## src/hdl/escape_rle_decoder_unit_assert.svh

```systemverilog
// ---------------------------------------------------------------------------
// Assertion macros for the escape run-length decoder
// Short wrappers that clock every check on clk and hold it off during reset.
// ---------------------------------------------------------------------------
`ifndef ESCAPE_RLE_DECODER_UNIT_ASSERT_SVH
`define ESCAPE_RLE_DECODER_UNIT_ASSERT_SVH

// Same-cycle implication.
`define ERD_ASSERT_SAME(label, ante, cons) \
  label: assert property (@(posedge clk) disable iff (!rst_n) (ante) |-> (cons)) \
    else $error("erd assertion failed");

// Next-cycle implication.
`define ERD_ASSERT_NEXT(label, ante, cons) \
  label: assert property (@(posedge clk) disable iff (!rst_n) (ante) |=> (cons)) \
    else $error("erd assertion failed");

`endif

```

## src/hdl/erd_pkg.sv

```systemverilog
// ---------------------------------------------------------------------------
// erd_pkg
// Shared widths, register addresses and the decode phase type.
// ---------------------------------------------------------------------------
package erd_pkg;

  localparam int BYTE_W = 8;
  localparam int PADDR_W = 3;
  localparam int PDATA_W = 32;

  // Word select bit of paddr: byte address 0 and 4.
  localparam logic REG_MARK_BYTE = 1'b0;
  localparam logic REG_COUNT_OFFSET = 1'b1;

  localparam logic [BYTE_W-1:0] MARK_BYTE_RST = 8'd42;
  localparam logic [BYTE_W-1:0] COUNT_OFFSET_RST = 8'd48;

  localparam int CMDQ_DEPTH = 2;

  typedef enum logic [2:0] {
    PH_LITERAL = 3'b001,
    PH_COUNT   = 3'b010,
    PH_VALUE   = 3'b100
  } erd_phase_t;

endpackage

```

## src/hdl/escape_rle_decoder_unit.sv

```systemverilog
// Path: a literal or the first copy of a run is written into the command queue when its
// input word is accepted, and is loaded from there into the output register as the expander advances.
// Throughput: one input word per cycle while literals flow and the output is popped; a
// run holds the expander until its last copy is loaded. Input stalls once the two-entry
// command queue fills. Reset: synchronous, active low; clears the phase, pending count,
// queue and output, and restores the mark and offset registers.
// ---------------------------------------------------------------------------
// escape_rle_decoder_unit
// Escape-marker run-length decoder with an APB-style register port.
// ---------------------------------------------------------------------------
`include "escape_rle_decoder_unit_assert.svh"

module escape_rle_decoder_unit #(
  parameter int MAX_RUN = 64
) (
  input  logic                         clk,
  input  logic                         rst_n,
  // Input byte stream, queue-style write side.
  input  logic                         push,
  input  logic [erd_pkg::BYTE_W-1:0]   in_byte,
  output logic                         full,
  // Decompressed stream, queue-style read side.
  input  logic                         pop,
  output logic                         empty,
  output logic [erd_pkg::BYTE_W-1:0]   out_byte,
  output logic                         out_run_last,
  // Register port.
  input  logic                         psel,
  input  logic                         penable,
  input  logic                         pwrite,
  input  logic [erd_pkg::PADDR_W-1:0]  paddr,
  input  logic [erd_pkg::PDATA_W-1:0]  pwdata,
  output logic [erd_pkg::PDATA_W-1:0]  prdata,
  output logic                         pready
);

  // Width of a repeat count, wide enough to hold MAX_RUN itself.
  localparam int CNT_W = $clog2(MAX_RUN + 1);
  localparam int CMD_W = erd_pkg::BYTE_W + CNT_W;

  logic [erd_pkg::BYTE_W-1:0] mark_byte_r;
  logic [erd_pkg::BYTE_W-1:0] count_offset_r;
  logic                       cfg_wr;

  logic             q_push, q_full, q_pop, q_empty;
  logic [CMD_W-1:0] q_wdata, q_rdata;

  // Registers are addressed by word; paddr[2] picks the register, so every
  // write lands in one of the two.
  assign pready = 1'b1;
  assign cfg_wr = psel && penable && pwrite && pready;

  always_ff @(posedge clk) begin
    if (!rst_n) begin
      mark_byte_r    <= erd_pkg::MARK_BYTE_RST;
      count_offset_r <= erd_pkg::COUNT_OFFSET_RST;
    end else if (cfg_wr) begin
      if (paddr[2] == erd_pkg::REG_MARK_BYTE) begin
        mark_byte_r <= pwdata[erd_pkg::BYTE_W-1:0];
      end else begin
        count_offset_r <= pwdata[erd_pkg::BYTE_W-1:0];
      end
    end
  end

  always_comb begin
    unique case (paddr[2])
      erd_pkg::REG_MARK_BYTE:
        prdata = {{(erd_pkg::PDATA_W-erd_pkg::BYTE_W){1'b0}}, mark_byte_r};
      erd_pkg::REG_COUNT_OFFSET:
        prdata = {{(erd_pkg::PDATA_W-erd_pkg::BYTE_W){1'b0}}, count_offset_r};
      default:
        prdata = '0;
    endcase
  end

  // The classifier tracks the escape phase and turns each byte into at most
  // one command: a literal becomes a run of one, a value byte becomes a run
  // of the saturated count. Marks, counts and empty runs queue nothing.
  erd_front #(
    .MAX_RUN (MAX_RUN),
    .CNT_W   (CNT_W)
  ) u_front (
    .clk          (clk),
    .rst_n        (rst_n),
    .in_push      (push),
    .in_byte      (in_byte),
    .in_full      (full),
    .mark_byte    (mark_byte_r),
    .count_offset (count_offset_r),
    .q_push       (q_push),
    .q_data       (q_wdata),
    .q_full       (q_full)
  );

  erd_cmd_fifo #(
    .W (CMD_W)
  ) u_cmdq (
    .clk     (clk),
    .rst_n   (rst_n),
    .wr_en   (q_push),
    .wr_data (q_wdata),
    .full    (q_full),
    .rd_en   (q_pop),
    .rd_data (q_rdata),
    .empty   (q_empty)
  );

  // The expander repeats the value of the head command once per cycle while the output
  // is popped and flags the final copy; its output register lets it start the next word
  // in the same cycle the waiting one is taken.
  erd_back #(
    .CNT_W (CNT_W)
  ) u_back (
    .clk          (clk),
    .rst_n        (rst_n),
    .q_empty      (q_empty),
    .q_data       (q_rdata),
    .q_pop        (q_pop),
    .out_pop      (pop),
    .out_empty    (empty),
    .out_byte     (out_byte),
    .out_run_last (out_run_last)
  );

  // The classifier must never write a command into a full queue.
  `ERD_ASSERT_SAME(a_no_q_overflow, q_push, !q_full)
  // The expander reads only a queue that holds a command.
  `ERD_ASSERT_SAME(a_no_q_underflow, q_pop, !q_empty)
  // Once a run has started, its remaining copies follow without a gap.
  `ERD_ASSERT_NEXT(a_run_continues, pop && !empty && !out_run_last, !empty)

endmodule

```

## src/hdl/erd_cmd_fifo.sv

```systemverilog
// ---------------------------------------------------------------------------
// erd_cmd_fifo
// Short command queue between the classifier and the run expander.
// ---------------------------------------------------------------------------
module erd_cmd_fifo #(
  parameter int W = 15
) (
  input  logic         clk,
  input  logic         rst_n,
  input  logic         wr_en,
  input  logic [W-1:0] wr_data,
  output logic         full,
  input  logic         rd_en,
  output logic [W-1:0] rd_data,
  output logic         empty
);

  localparam int PTR_W = $clog2(erd_pkg::CMDQ_DEPTH);
  localparam int CNT_W = $clog2(erd_pkg::CMDQ_DEPTH + 1);

  logic [W-1:0]     mem_r [erd_pkg::CMDQ_DEPTH];
  logic [PTR_W-1:0] wr_ptr_r, wr_ptr_nxt;
  logic [PTR_W-1:0] rd_ptr_r, rd_ptr_nxt;
  logic [CNT_W-1:0] cnt_r, cnt_nxt;
  logic             do_wr, do_rd;

  assign full    = (cnt_r == CNT_W'(erd_pkg::CMDQ_DEPTH));
  assign empty   = (cnt_r == '0);
  assign do_wr   = wr_en && !full;
  assign do_rd   = rd_en && !empty;
  assign rd_data = mem_r[rd_ptr_r];

  always_comb begin
    wr_ptr_nxt = wr_ptr_r;
    rd_ptr_nxt = rd_ptr_r;
    cnt_nxt    = cnt_r;
    if (do_wr) begin
      wr_ptr_nxt = (wr_ptr_r == PTR_W'(erd_pkg::CMDQ_DEPTH - 1)) ? '0 : wr_ptr_r + 1'b1;
    end
    if (do_rd) begin
      rd_ptr_nxt = (rd_ptr_r == PTR_W'(erd_pkg::CMDQ_DEPTH - 1)) ? '0 : rd_ptr_r + 1'b1;
    end
    if (do_wr && !do_rd) begin
      cnt_nxt = cnt_r + 1'b1;
    end else if (do_rd && !do_wr) begin
      cnt_nxt = cnt_r - 1'b1;
    end
  end

  always_ff @(posedge clk) begin
    if (!rst_n) begin
      wr_ptr_r <= '0;
      rd_ptr_r <= '0;
      cnt_r    <= '0;
    end else begin
      wr_ptr_r <= wr_ptr_nxt;
      rd_ptr_r <= rd_ptr_nxt;
      cnt_r    <= cnt_nxt;
    end
  end

  always_ff @(posedge clk) begin
    if (do_wr) begin
      mem_r[wr_ptr_r] <= wr_data;
    end
  end

endmodule

```

## src/hdl/erd_front.sv

```systemverilog
// ---------------------------------------------------------------------------
// erd_front
// Classifies each input byte as literal, mark, count or value and queues
// a (value, count) command for every byte that produces output.
// ---------------------------------------------------------------------------
module erd_front #(
  parameter int MAX_RUN = 64,
  parameter int CNT_W   = 7
) (
  input  logic                        clk,
  input  logic                        rst_n,
  input  logic                        in_push,
  input  logic [erd_pkg::BYTE_W-1:0]  in_byte,
  output logic                        in_full,
  input  logic [erd_pkg::BYTE_W-1:0]  mark_byte,
  input  logic [erd_pkg::BYTE_W-1:0]  count_offset,
  output logic                        q_push,
  output logic [erd_pkg::BYTE_W+CNT_W-1:0] q_data,
  input  logic                        q_full
);

  erd_pkg::erd_phase_t        phase_r, phase_nxt;
  logic [CNT_W-1:0]           pend_r, pend_nxt;
  logic [erd_pkg::BYTE_W:0]   diff;
  logic                       accept;

  assign in_full = q_full;
  assign accept  = in_push && !q_full;

  always_comb begin
    phase_nxt = phase_r;
    pend_nxt  = pend_r;
    q_push    = 1'b0;
    q_data    = {in_byte, CNT_W'(1)};
    // Signed difference: the extra top bit is the borrow.
    diff = {1'b0, in_byte} - {1'b0, count_offset};
    if (accept) begin
      unique case (phase_r)
        erd_pkg::PH_COUNT: begin
          phase_nxt = erd_pkg::PH_VALUE;
          if (diff[erd_pkg::BYTE_W] || (diff == '0)) begin
            pend_nxt = '0;
          end else if (diff > (erd_pkg::BYTE_W+1)'(MAX_RUN)) begin
            pend_nxt = CNT_W'(MAX_RUN);
          end else begin
            pend_nxt = diff[CNT_W-1:0];
          end
        end
        erd_pkg::PH_VALUE: begin
          phase_nxt = erd_pkg::PH_LITERAL;
          pend_nxt  = '0;
          // A run of zero copies is simply dropped here.
          if (pend_r != '0) begin
            q_push = 1'b1;
            q_data = {in_byte, pend_r};
          end
        end
        default: begin
          phase_nxt = erd_pkg::PH_LITERAL;
          if (in_byte == mark_byte) begin
            phase_nxt = erd_pkg::PH_COUNT;
          end else begin
            q_push = 1'b1;
          end
        end
      endcase
    end
  end

  always_ff @(posedge clk) begin
    if (!rst_n) begin
      phase_r <= erd_pkg::PH_LITERAL;
      pend_r  <= '0;
    end else begin
      phase_r <= phase_nxt;
      pend_r  <= pend_nxt;
    end
  end

endmodule

```

## src/hdl/erd_back.sv

```systemverilog
// ---------------------------------------------------------------------------
// erd_back
// Expands queued commands into output words, one copy per cycle while the output is
// popped, through a registered output stage.
// ---------------------------------------------------------------------------
module erd_back #(
  parameter int CNT_W = 7
) (
  input  logic                             clk,
  input  logic                             rst_n,
  input  logic                             q_empty,
  input  logic [erd_pkg::BYTE_W+CNT_W-1:0] q_data,
  output logic                             q_pop,
  input  logic                             out_pop,
  output logic                             out_empty,
  output logic [erd_pkg::BYTE_W-1:0]       out_byte,
  output logic                             out_run_last
);

  logic                        busy_r, busy_nxt;
  logic [CNT_W-1:0]            rem_r, rem_nxt;
  logic [erd_pkg::BYTE_W-1:0]  val_r, val_nxt;
  logic                        ov_r, ov_nxt;
  logic [erd_pkg::BYTE_W-1:0]  ob_r, ob_nxt;
  logic                        ol_r, ol_nxt;
  logic                        advance;
  logic [CNT_W-1:0]            q_cnt;
  logic [erd_pkg::BYTE_W-1:0]  q_val;

  assign q_cnt   = q_data[CNT_W-1:0];
  assign q_val   = q_data[erd_pkg::BYTE_W+CNT_W-1:CNT_W];
  assign advance = !ov_r || out_pop;

  always_comb begin
    busy_nxt = busy_r;
    rem_nxt  = rem_r;
    val_nxt  = val_r;
    ov_nxt   = ov_r;
    ob_nxt   = ob_r;
    ol_nxt   = ol_r;
    q_pop    = 1'b0;
    if (advance) begin
      if (busy_r) begin
        ov_nxt   = 1'b1;
        ob_nxt   = val_r;
        ol_nxt   = (rem_r == CNT_W'(1));
        rem_nxt  = rem_r - 1'b1;
        busy_nxt = (rem_r != CNT_W'(1));
      end else if (!q_empty) begin
        q_pop    = 1'b1;
        ov_nxt   = 1'b1;
        ob_nxt   = q_val;
        ol_nxt   = (q_cnt == CNT_W'(1));
        val_nxt  = q_val;
        rem_nxt  = q_cnt - 1'b1;
        busy_nxt = (q_cnt != CNT_W'(1));
      end else begin
        ov_nxt = 1'b0;
      end
    end
  end

  always_ff @(posedge clk) begin
    if (!rst_n) begin
      busy_r <= 1'b0;
      rem_r  <= '0;
      ov_r   <= 1'b0;
    end else begin
      busy_r <= busy_nxt;
      rem_r  <= rem_nxt;
      ov_r   <= ov_nxt;
    end
  end

  always_ff @(posedge clk) begin
    val_r <= val_nxt;
    ob_r  <= ob_nxt;
    ol_r  <= ol_nxt;
  end

  assign out_empty    = !ov_r;
  assign out_byte     = ob_r;
  assign out_run_last = ol_r;

endmodule
```

## config.mk

```make
export PLATFORM = sky130hd
export DESIGN_NAME = escape_rle_decoder_unit
export DESIGN_NICKNAME = d
export VERILOG_FILES = /design/src/hdl/erd_pkg.sv /design/src/hdl/escape_rle_decoder_unit.sv /design/src/hdl/erd_cmd_fifo.sv /design/src/hdl/erd_front.sv /design/src/hdl/erd_back.sv
export VERILOG_INCLUDE_DIRS = /design/src /design/src/hdl
export SDC_FILE = /design/constraint.sdc
export NUM_CORES = 1
export LEC_CHECK = 0
export ABC_AREA = 1
export BUFFER_PORTS_ARGS = -buffer_cell sky130_fd_sc_hd__buf_4
export CAP_MARGIN = 30
export CORE_MARGIN = 3
export CORE_UTILIZATION = 28
export CTS_BUF_LIST = sky130_fd_sc_hd__clkbuf_4
export CTS_CLUSTER_SIZE = 40
export DETAILED_ROUTE_END_ITERATION = 16
export PLACE_DENSITY = 0.52
export SYNTH_ARGS = -nofsm -noshare
export SYNTH_HDL_FRONTEND = slang
export SYNTH_SLANG_ARGS = --single-unit
export TNS_END_PERCENT = 5
```

## constraint.sdc

```tcl
create_clock -name clk -period 6.4 [get_ports clk]
set_input_delay 0.32 -clock clk [delete_from_list [all_inputs] [get_ports clk]]
set_output_delay 0.32 -clock clk [all_outputs]
set_load 0.02 [all_outputs]
```

==> After elaboration in Yosys (flattened, before gate mapping) <==
Memories as Yosys holds them, arrays and structs flattened. A register that Yosys moved wholly into a read port is not among the register bits.
Cells that the tools add are included.
{ "word_totals": {"ff_bits": 56, "ramBits": 30, "wordCells": 91, "mem_count": 1} }
{ "op_classes": {"add_sub_neg": 7, "order_cmp": 1, "n_eq_ne": 9, "mux": 33, "bitwise": 3, "reduce_logical": 24} }
{ "memory_table": {"columns": ["name", "words", "width", "rd", "rd_clocked_by_memory_dff", "wr", "line_no", "source"], "rows": [
  ["u_cmdq.mem_r", 2, 15, 1, 1, 1, "erd_cmd_fifo.sv:21", "logic [W-1:0] mem_r [erd_pkg::CMDQ_DEPTH];"]
]} }
{ "op_table": {"columns": ["cell", "count"], "rows": [
  ["one-hot mux 32 bit (2 select lines)", 1],
  ["2-to-1 mux 7 bit", 7],
  ["2-to-1 mux 1 bit", 17],
  ["2-to-1 mux 8 bit", 2],
  ["equality test 7 x 1 -> 1 bit (second input constant)", 2],
  ["inequality test 7 x 1 -> 1 bit (second input constant)", 2],
  ["one-hot mux 7 bit (2 select lines)", 1],
  ["subtractor 7 x 1 -> 7 bit (second input constant)", 2],
  ["greater-than comparator 9 x 7 -> 1 bit (second input constant)", 1],
  ["logical NOT 9 bit", 1],
  ["subtractor 8 x 8 -> 9 bit", 1],
  ["equality test 8 bit", 1],
  ["AND reduction 2 bit", 4],
  ["logical AND 1 bit", 7],
  ["nonzero test 7 bit", 1],
  ["2-to-1 mux 2 bit", 3],
  ["one-hot mux 3 bit (2 select lines)", 1],
  ["logical NOT 1 bit", 5],
  ["nonzero test 2 bit", 2],
  ["equality test 3 x 2 -> 1 bit (second input constant)", 1],
  ["equality test 3 bit (second input constant)", 1],
  ["NOT 1 bit", 3],
  ["AND reduction 3 bit", 1],
  ["adder 1 bit (second input constant)", 2],
  ["other kinds (7)", 8]
]} }

==> Logic depth before layout (Yosys ltp) <==
Gate-level depths: netlist of run 1.
{ "depth": {"ltp_word": 9, "depth_mapped": 15} }

==> Cells and area by module <==
From an unflattened synthesis of run 1, not the netlist that was laid out.
{ "hier_totals": {"cells_unflattened": 612, "area_unflattened_um2": 4982.3} }
{ "modules_own_cells": {"columns": ["mod", "instances", "cells_per_inst", "area_each_um2"], "rows": [
  ["erd_cmd_fifo", 1, 85, 1383.8],
  ["erd_back", 1, 161, 1341.3],
  ["erd_front", 1, 218, 1252.5],
  ["escape_rle_decoder_unit", 1, 148, 1004.7]
]} }

==> Least setup slack after synthesis of run 1 <==
OpenSTA, ideal clock, no wires.
{ "synth_timing": {"path_type": "reg-to-reg", "from": "register u_back.ov_r", "to": "register u_cmdq.cnt_r[1]", "setup_ns": 0.122, "t_arrival_ns": 2.124, "required_ns": 6.278, "path_slack_ns": 4.154, "stages_incl_launch_ff": 10, "period_less_slack_ns": 2.246, "path_cell_list": "dfxtp_1 > inv_1 > nor2_1 > nor3_1 > inv_1 > ha_1 > a21oi_1 > o21ai_0 > o21ai_0 > a21oi_1"} }
{ "synth_between": {"elab_chain_cells": 7, "elab_cells_between_ends": 9, "cone_classes": "mux: 2; reduce/logical: 7"} }
{ "synth_lines": {"columns": ["item", "line_no", "source"], "rows": [
  ["start, declared", "erd_back.sv:23", "logic ov_r, ov_nxt;"],
  ["start signal, assigned", "erd_back.sv:71", "ov_r <= ov_nxt;"],
  ["logical NOT 1 bit *", null, null],
  ["net empty", "escape_rle_decoder_unit.sv:24", "output logic empty,"],
  ["logical OR 1 bit *", "erd_back.sv:32", "assign advance = !ov_r || out_pop;"],
  ["2-to-1 mux 1 bit *", "erd_back.sv:42", "if (advance) begin"],
  ["logical AND 1 bit *", "erd_cmd_fifo.sv:30", "assign do_rd = rd_en && !empty;"],
  ["logical NOT 1 bit", "erd_cmd_fifo.sv:43", "if (do_wr && !do_rd) begin"],
  ["logical AND 1 bit", "erd_cmd_fifo.sv:43", null],
  ["2-to-1 mux 2 bit / nonzero test 2 bit (equally long branches)", null, null],
  ["end signal, assigned", "erd_cmd_fifo.sv:58", "cnt_r <= cnt_nxt;"],
  ["end, declared", "erd_cmd_fifo.sv:24", "logic [CNT_W-1:0] cnt_r, cnt_nxt;"]
]} }
The timed path passes the listed nets; every way through them passes the cells marked *.
A chain may end at the register's enable or synchronous reset.

==> run metrics, run 1 <==
Int Power=1.04 mW; Peak Freq=407 MHz; CP peak stage delay=0.74 ns; register area share after synthesis=0.497; layout cells sized above 1=0.134; design area=5010 um2; Die Y=132 um; width of the die=132 um; First DRT Iteration DRCs=196; multi-input logic area=1840 um2; Die Area=17400 um2; CTS tree=done; Yosys cell types=41; yosys warns=0; switching power=0.669 mW; Worst Path Required=6.73 ns; register area=2210 um2; Post-synth EDFFs=47; vias in the first global route=3286; DR pass1 iterations=4; total track usage=0.110; met2 WL=4570 um; clk_lat worst skew=0.45 ns; Vias=3412; hold_sp=in_byte[0]; Initial Utilization=0.289; cell row count=45; placed instance area=4890 um2; clk buf depth=2; post-DR wirelength/cell=12.1 um; Clk pwr share=0.166; Least-Margin Pin Slew=0.851 ns; Synth Flop Type=edfxtp_1; Power Total=1.71 mW; met3 wire length=400 um; RSZ-0062 raised after global routing=false; post_cts resized=0; Final Hold Violating Endpoints=0; Worst path most repeated cell=nand2_1; MaxCap Viol Count=0; grt ovf=0; CTS buffer count=9; Clock Tree Root=clkbuf_4; maximum vdd ir drop=138 uV; Avg Synthesized Cell Area=8.42 um2; Yosys top cell by area=edfxtp_1; Final Non-Filler Cells=787; Setup crit end kind=register; antenna viol nets, final=0; Total Neg Setup Slack=0 ns; largest net degree at the start of global routing=26; startpoint types=register; drc violations=0; fin crit share=0.384; Final min period=2.46 ns; depth of the CTS H-tree=3; Synth top area share=0.317; number of hold buffers added after CTS=0; first-pass GRT wire length=15700 um; crit path kind=reg2reg; synth cell count leaders=nand2_1, inv_1, edfxtp_1; Setup Buffers After CTS=0; cells after synthesis=528; Slew Limit Fails=0; core area=15400 um2; #FFs+latches synth=87; Clock Skew=0.0243 ns; Cell Pwr Density=342 nW/um2; Lkg Pwr=2.10 nW; synth-to-layout area growth=12.7%; crit-path max FO=17; critical path buffer and inverter count=2; Comb power frac=0.356; Post-DP HPWL=7180 um; final setup violation count=0; Clock Sinks=87; FFs w/ async S/R, synth=0; slew margin rel.=0.432; fillers=1611; GP Congestion=0.789; via-per-instance ratio=4.34; Clock transition at path regs=0.15 ns; CP arrival=2.78 ns; switching share of power=0.391; drt total wl=9560 um; hold crit path type=in2reg; synthesized area=4450 um2; synth top area cells=edfxtp_1, dfxtp_1, nand2_1; M1 wire length=4500 um; R2R Setup Slk=3.94 ns; Sequential Power Share=0.479; dpl cells=770; slowest CP cell=dfxtp_1; Final #Nets=634; delay-heaviest family, CP=simple AND/OR/NAND/NOR gates; cell with the most instances after synthesis=nand2_1; outcome=finished clean; IO Port Bufs=42; # IOs=94; CP Cell Sequence=inv_2 -> or2_1 -> o21ai_2 -> ha_1 -> inv_1 -> nor2_1 -> nand2_1 -> nand2_1 -> nand3_1 -> o211ai_1 -> a21oi_1; initial antenna violation count=1; top sig layer=met4
[layout by cell type (no fill, tap or decap), types with 2 or more instances in the layout]
cell and count:
dfxtp_1 40, nor3_1 12, nand3_1 26, inv_2 4, o21ai_0 36, buf_4 44, xnor2_1 4, edfxtp_1 47
nand4_1 4, clkinv_1 3, conb_1 25, o211ai_1 2, o21ai_2 3, clkbuf_4 9, xor2_1 7, a21oi_1 35
o21ai_1 2, nand2_1 118, inv_6 3, inv_1 58, ha_1 13, a31oi_1 10, clkinvlp_4 2, nand3b_1 2
nand2_2 4, nor2_1 46
[registers in the layout, summed over array words and instances, names as in the netlist, 2 cells and up, named ones only]
signal           cells
u_back.out_byte      8
u_cmdq.mem_r        30
u_front.pend_r       7
mark_byte_r          8
u_cmdq.cnt_r         2
count_offset_r       8
u_front.phase_r      3
u_back.val_r         8
u_back.rem_r         7
[metrics by stage]
stage               setup slack, ns  hold WS, ns  utilization
finish                         3.94       0.0616        0.326
global route                   3.66       0.0228        0.326
CTS                            3.89       0.0362        0.326
detailed placement             3.95        0.464        0.318
global placement               3.99        0.456        0.318
floorplan                      4.15        0.419            -
[power groups by stage]
| stage | sequential, mW | clock (mW) | combinational (mW) |
|---|---|---|---|
| finish | 0.819 | 0.284 | 0.609 |
| CTS | 0.822 | 0.294 | 0.616 |
| detailed placement | 0.835 | 0 | 0.614 |
| floorplan | 0.840 | 0 | 0.439 |
| global placement | 0.831 | 0 | 0.606 |
| global route | 0.839 | 0.316 | 0.694 |
[layout make-up]
type | count | area share
Timing Repair Buffer | 44 | 0.0659
Antenna cell | 1 | 0.000499
Clock buffer | 9 | 0.0135
Multi-Input combinational cell | 364 | 0.367
Clock inverter | 7 | 0.0107
Tap cell | 211 | 0.0527
Sequential cell | 87 | 0.441
Inverter | 64 | 0.0479
[path summary, 6_finish.rpt]
check             cells after the start                 end
setup / recovery                     11     u_back.rem_r[4]
hold reg to reg                       2   u_front.pend_r[4]
hold / removal                        1  u_cmdq.mem_r[1][7]
setup reg to reg                     11     u_back.rem_r[4]
[layer usage]
layer,vias up,track usage
met5,-,0
met4,0,0.0327
li1,1772,-
met3,7,0.0279
met1,1553,0.137
met2,80,0.188
[cell families (layout without fill, tap and decap cells)]
family / count (synthesis) / after routing / share of synthesized area
AOI/OAI and AO/OA: 94 / 94 / 0.118
and+or+nand+nor: 219 / 219 / 0.209
other: 2 / 26 / 0.00169
muxes: 1 / 1 / 0.00225
xor gates and xnor gates: 11 / 11 / 0.0217
adders and majority gates: 14 / 14 / 0.0411
DFF: 87 / 87 / 0.497
buffers and inverters: 100 / 124 / 0.108
[worst reg2reg max path: cells and delay by family, from the launching register on]
kind,cells,cell delay [ns]
buffers and inverters,2,0.30
flip-flops,1,0.74
adder cells (fa/ha/maj),1,0.20
AND/OR/NAND/NOR,5,0.82
AO/OA/AOI/OAI,3,0.28
Note: power is estimated with default switching activity, not from simulation.
==> run 2, diff against run 1 <==
Clock period 6.4 ns to 2.3 ns, I/O delays scaled along.
==> run 2 against run 1 <==
Sequential share of layout area is 2.6 points lower; design area rose by 6.3%; critical path depth is 5 higher; hold slack better by 0.049 ns; sequential cell count is the same; total power grew to 2.9 times the previous value; first-iteration DRC count increased by 16%; global-route usage increased by 0.11 points; cell count rose by 3.4%; combinational power rose to 3.0 times the previous value; count of clock-buffer cells in the layout did not move; critical path type is now in2reg.
==> run metrics, run 2 (same netlist as run 1, synthesis figures left out) <==
Clock Tree Root=clkbuf_4; CP Cell Sequence=dlygate4sd3_1 -> buf_4 -> inv_2 -> ha_2 -> inv_2 -> fa_2 -> inv_1 -> nand2_1 -> nor2_1 -> nand3_1 -> nor2_2 -> nand2_2 -> nor2_1 -> nor2_2 -> nand3_1 -> a21oi_1; Worst Path Required=2.66 ns; clk buf depth=2; clk_lat worst skew=0.45 ns; GP Congestion=0.817; startpoint types=input port; first-pass GRT wire length=15900 um; Clock Skew=0.0197 ns; initial antenna violation count=0; post-DR wirelength/cell=11.8 um; hold crit path type=in2reg; Final Hold Violating Endpoints=0; max reg flops=30; fin crit share=0.937; width of the die=132 um; Post-DP HPWL=7210 um; cell row count=45; CTS tree=done; slowest CP cell=dlygate4sd3_1; Initial Utilization=0.289; Lkg Pwr=2.23 nW; Peak Freq=464 MHz; design area=5330 um2; # IOs=94; antenna viol nets, final=0; Slew Limit Fails=0; vias in the first global route=3374; Clock Sinks=87; layout cells sized above 1=0.158; Clock transition at path regs=0.12 ns; Setup Buffers After CTS=0; Total Neg Setup Slack=0 ns; RSZ-0062 raised after global routing=false; via-per-instance ratio=4.37; ant diodes=0; IO Port Bufs=42; CP arrival=2.52 ns; MaxCap Viol Count=0; Final min period=2.15 ns; Final #Nets=662; maximum vdd ir drop=367 uV; First DRT Iteration DRCs=228; total track usage=0.111; drc violations=0; outcome=finished clean; CTS buffer count=9; largest net degree at the start of global routing=25; slew margin rel.=0.605; core area=15400 um2; final setup violation count=0; depth of the CTS H-tree=3; Cell Pwr Density=930 nW/um2; most common cell after layout, fill and taps aside=nand2_1; grt ovf=0; crit path kind=in2reg; Vias=3556; Die Area=17400 um2; synth-to-layout area growth=19.8%; Final Util=0.347; placed instance area=4940 um2; DR pass1 iterations=5; Final Non-Filler Cells=814; most frequent cells in the layout=nand2_1, inv_1, buf_4; crit-path max FO=6; Largest Register=u_cmdq.mem_r; CP peak stage delay=0.54 ns; drt total wl=9640 um; Setup crit end kind=register; Least-Margin Pin Slew=0.589 ns; Die Y=132 um; dpl cells=777
==> run 2: cell count changes in the layout (fill, tap and decap cells not counted), moves of 3 or more <==
| cell | change |
|---|---|
| buf_4 | +7 |
| dlygate4sd3_1 | +21 |
| a21oi_2 | +3 |
| a21oi_1 | -3 |
==> run 2: final cells by class <==
cell class                 count  area [um2]
multi-input combinational    364        1870
tap                          211         264
inverter                      64         240
clock inverter                 7        77.6
timing repair buffer          72         593
sequential                    87        2210
fill                        1583       10000
clock buffer                   9        67.6
==> run 2: timing repair <==
action,CTS,global route
setup endpoints to repair,0,7
endpoints found under the hold margin,35,0
resized for setup,0,11
hold buffers,21,0
==> run 2: final timing paths <==
kind / start / to / slack [ns] / cells past startpoint
worst min register to register: u_front.pend_r[1] / u_front.pend_r[1] / 0.47 / 2
worst min-delay path: push / u_front.phase_r[1] / 0.11 / 4
worst max register to register: count_offset_r[0] / u_front.pend_r[1] / 0.17 / 13
worst max-delay path: in_byte[0] / u_front.pend_r[1] / 0.15 / 16
==> run 2: power by group <==
part | internal [mW] | switching, mW
Combinational | 0.658 | 1.16
Sequential | 2.08 | 0.158
Clock | 0.343 | 0.555
==> run 2: per-layer routing <==
metal | part of all wire | vias up | wire length, um | GRT usage
met5 | 0 | - | 0 | 0
met4 | 0.012 | 0 | 119 | 0.0432
met3 | 0.051 | 9 | 493 | 0.0275
met2 | 0.49 | 103 | 4760 | 0.199
met1 | 0.44 | 1613 | 4270 | 0.127
li1 | - | 1831 | - | -
==> run 2: per-stage QoR <==
stage	setup WS (ns)	hold slack, ns	total power [mW]
2_1_floorplan	0.0539	0.214	3.56
3_3_place_gp	0.194	0.322	4.05
3_5_place_dp	0.199	0.327	4.08
4_1_cts	0.141	0.0751	5.01
5_1_grt	0.00179	0.127	5.31
6_report	0.145	0.110	4.96
==> run 2: critical path, delay by kind of cell <==
family	cells	cell delay (ns)
AOI/OAI and AO/OA	1	0.14
buffers and inverters	5	0.85
adders and majority gates	2	0.68
and+or+nand+nor	8	0.72
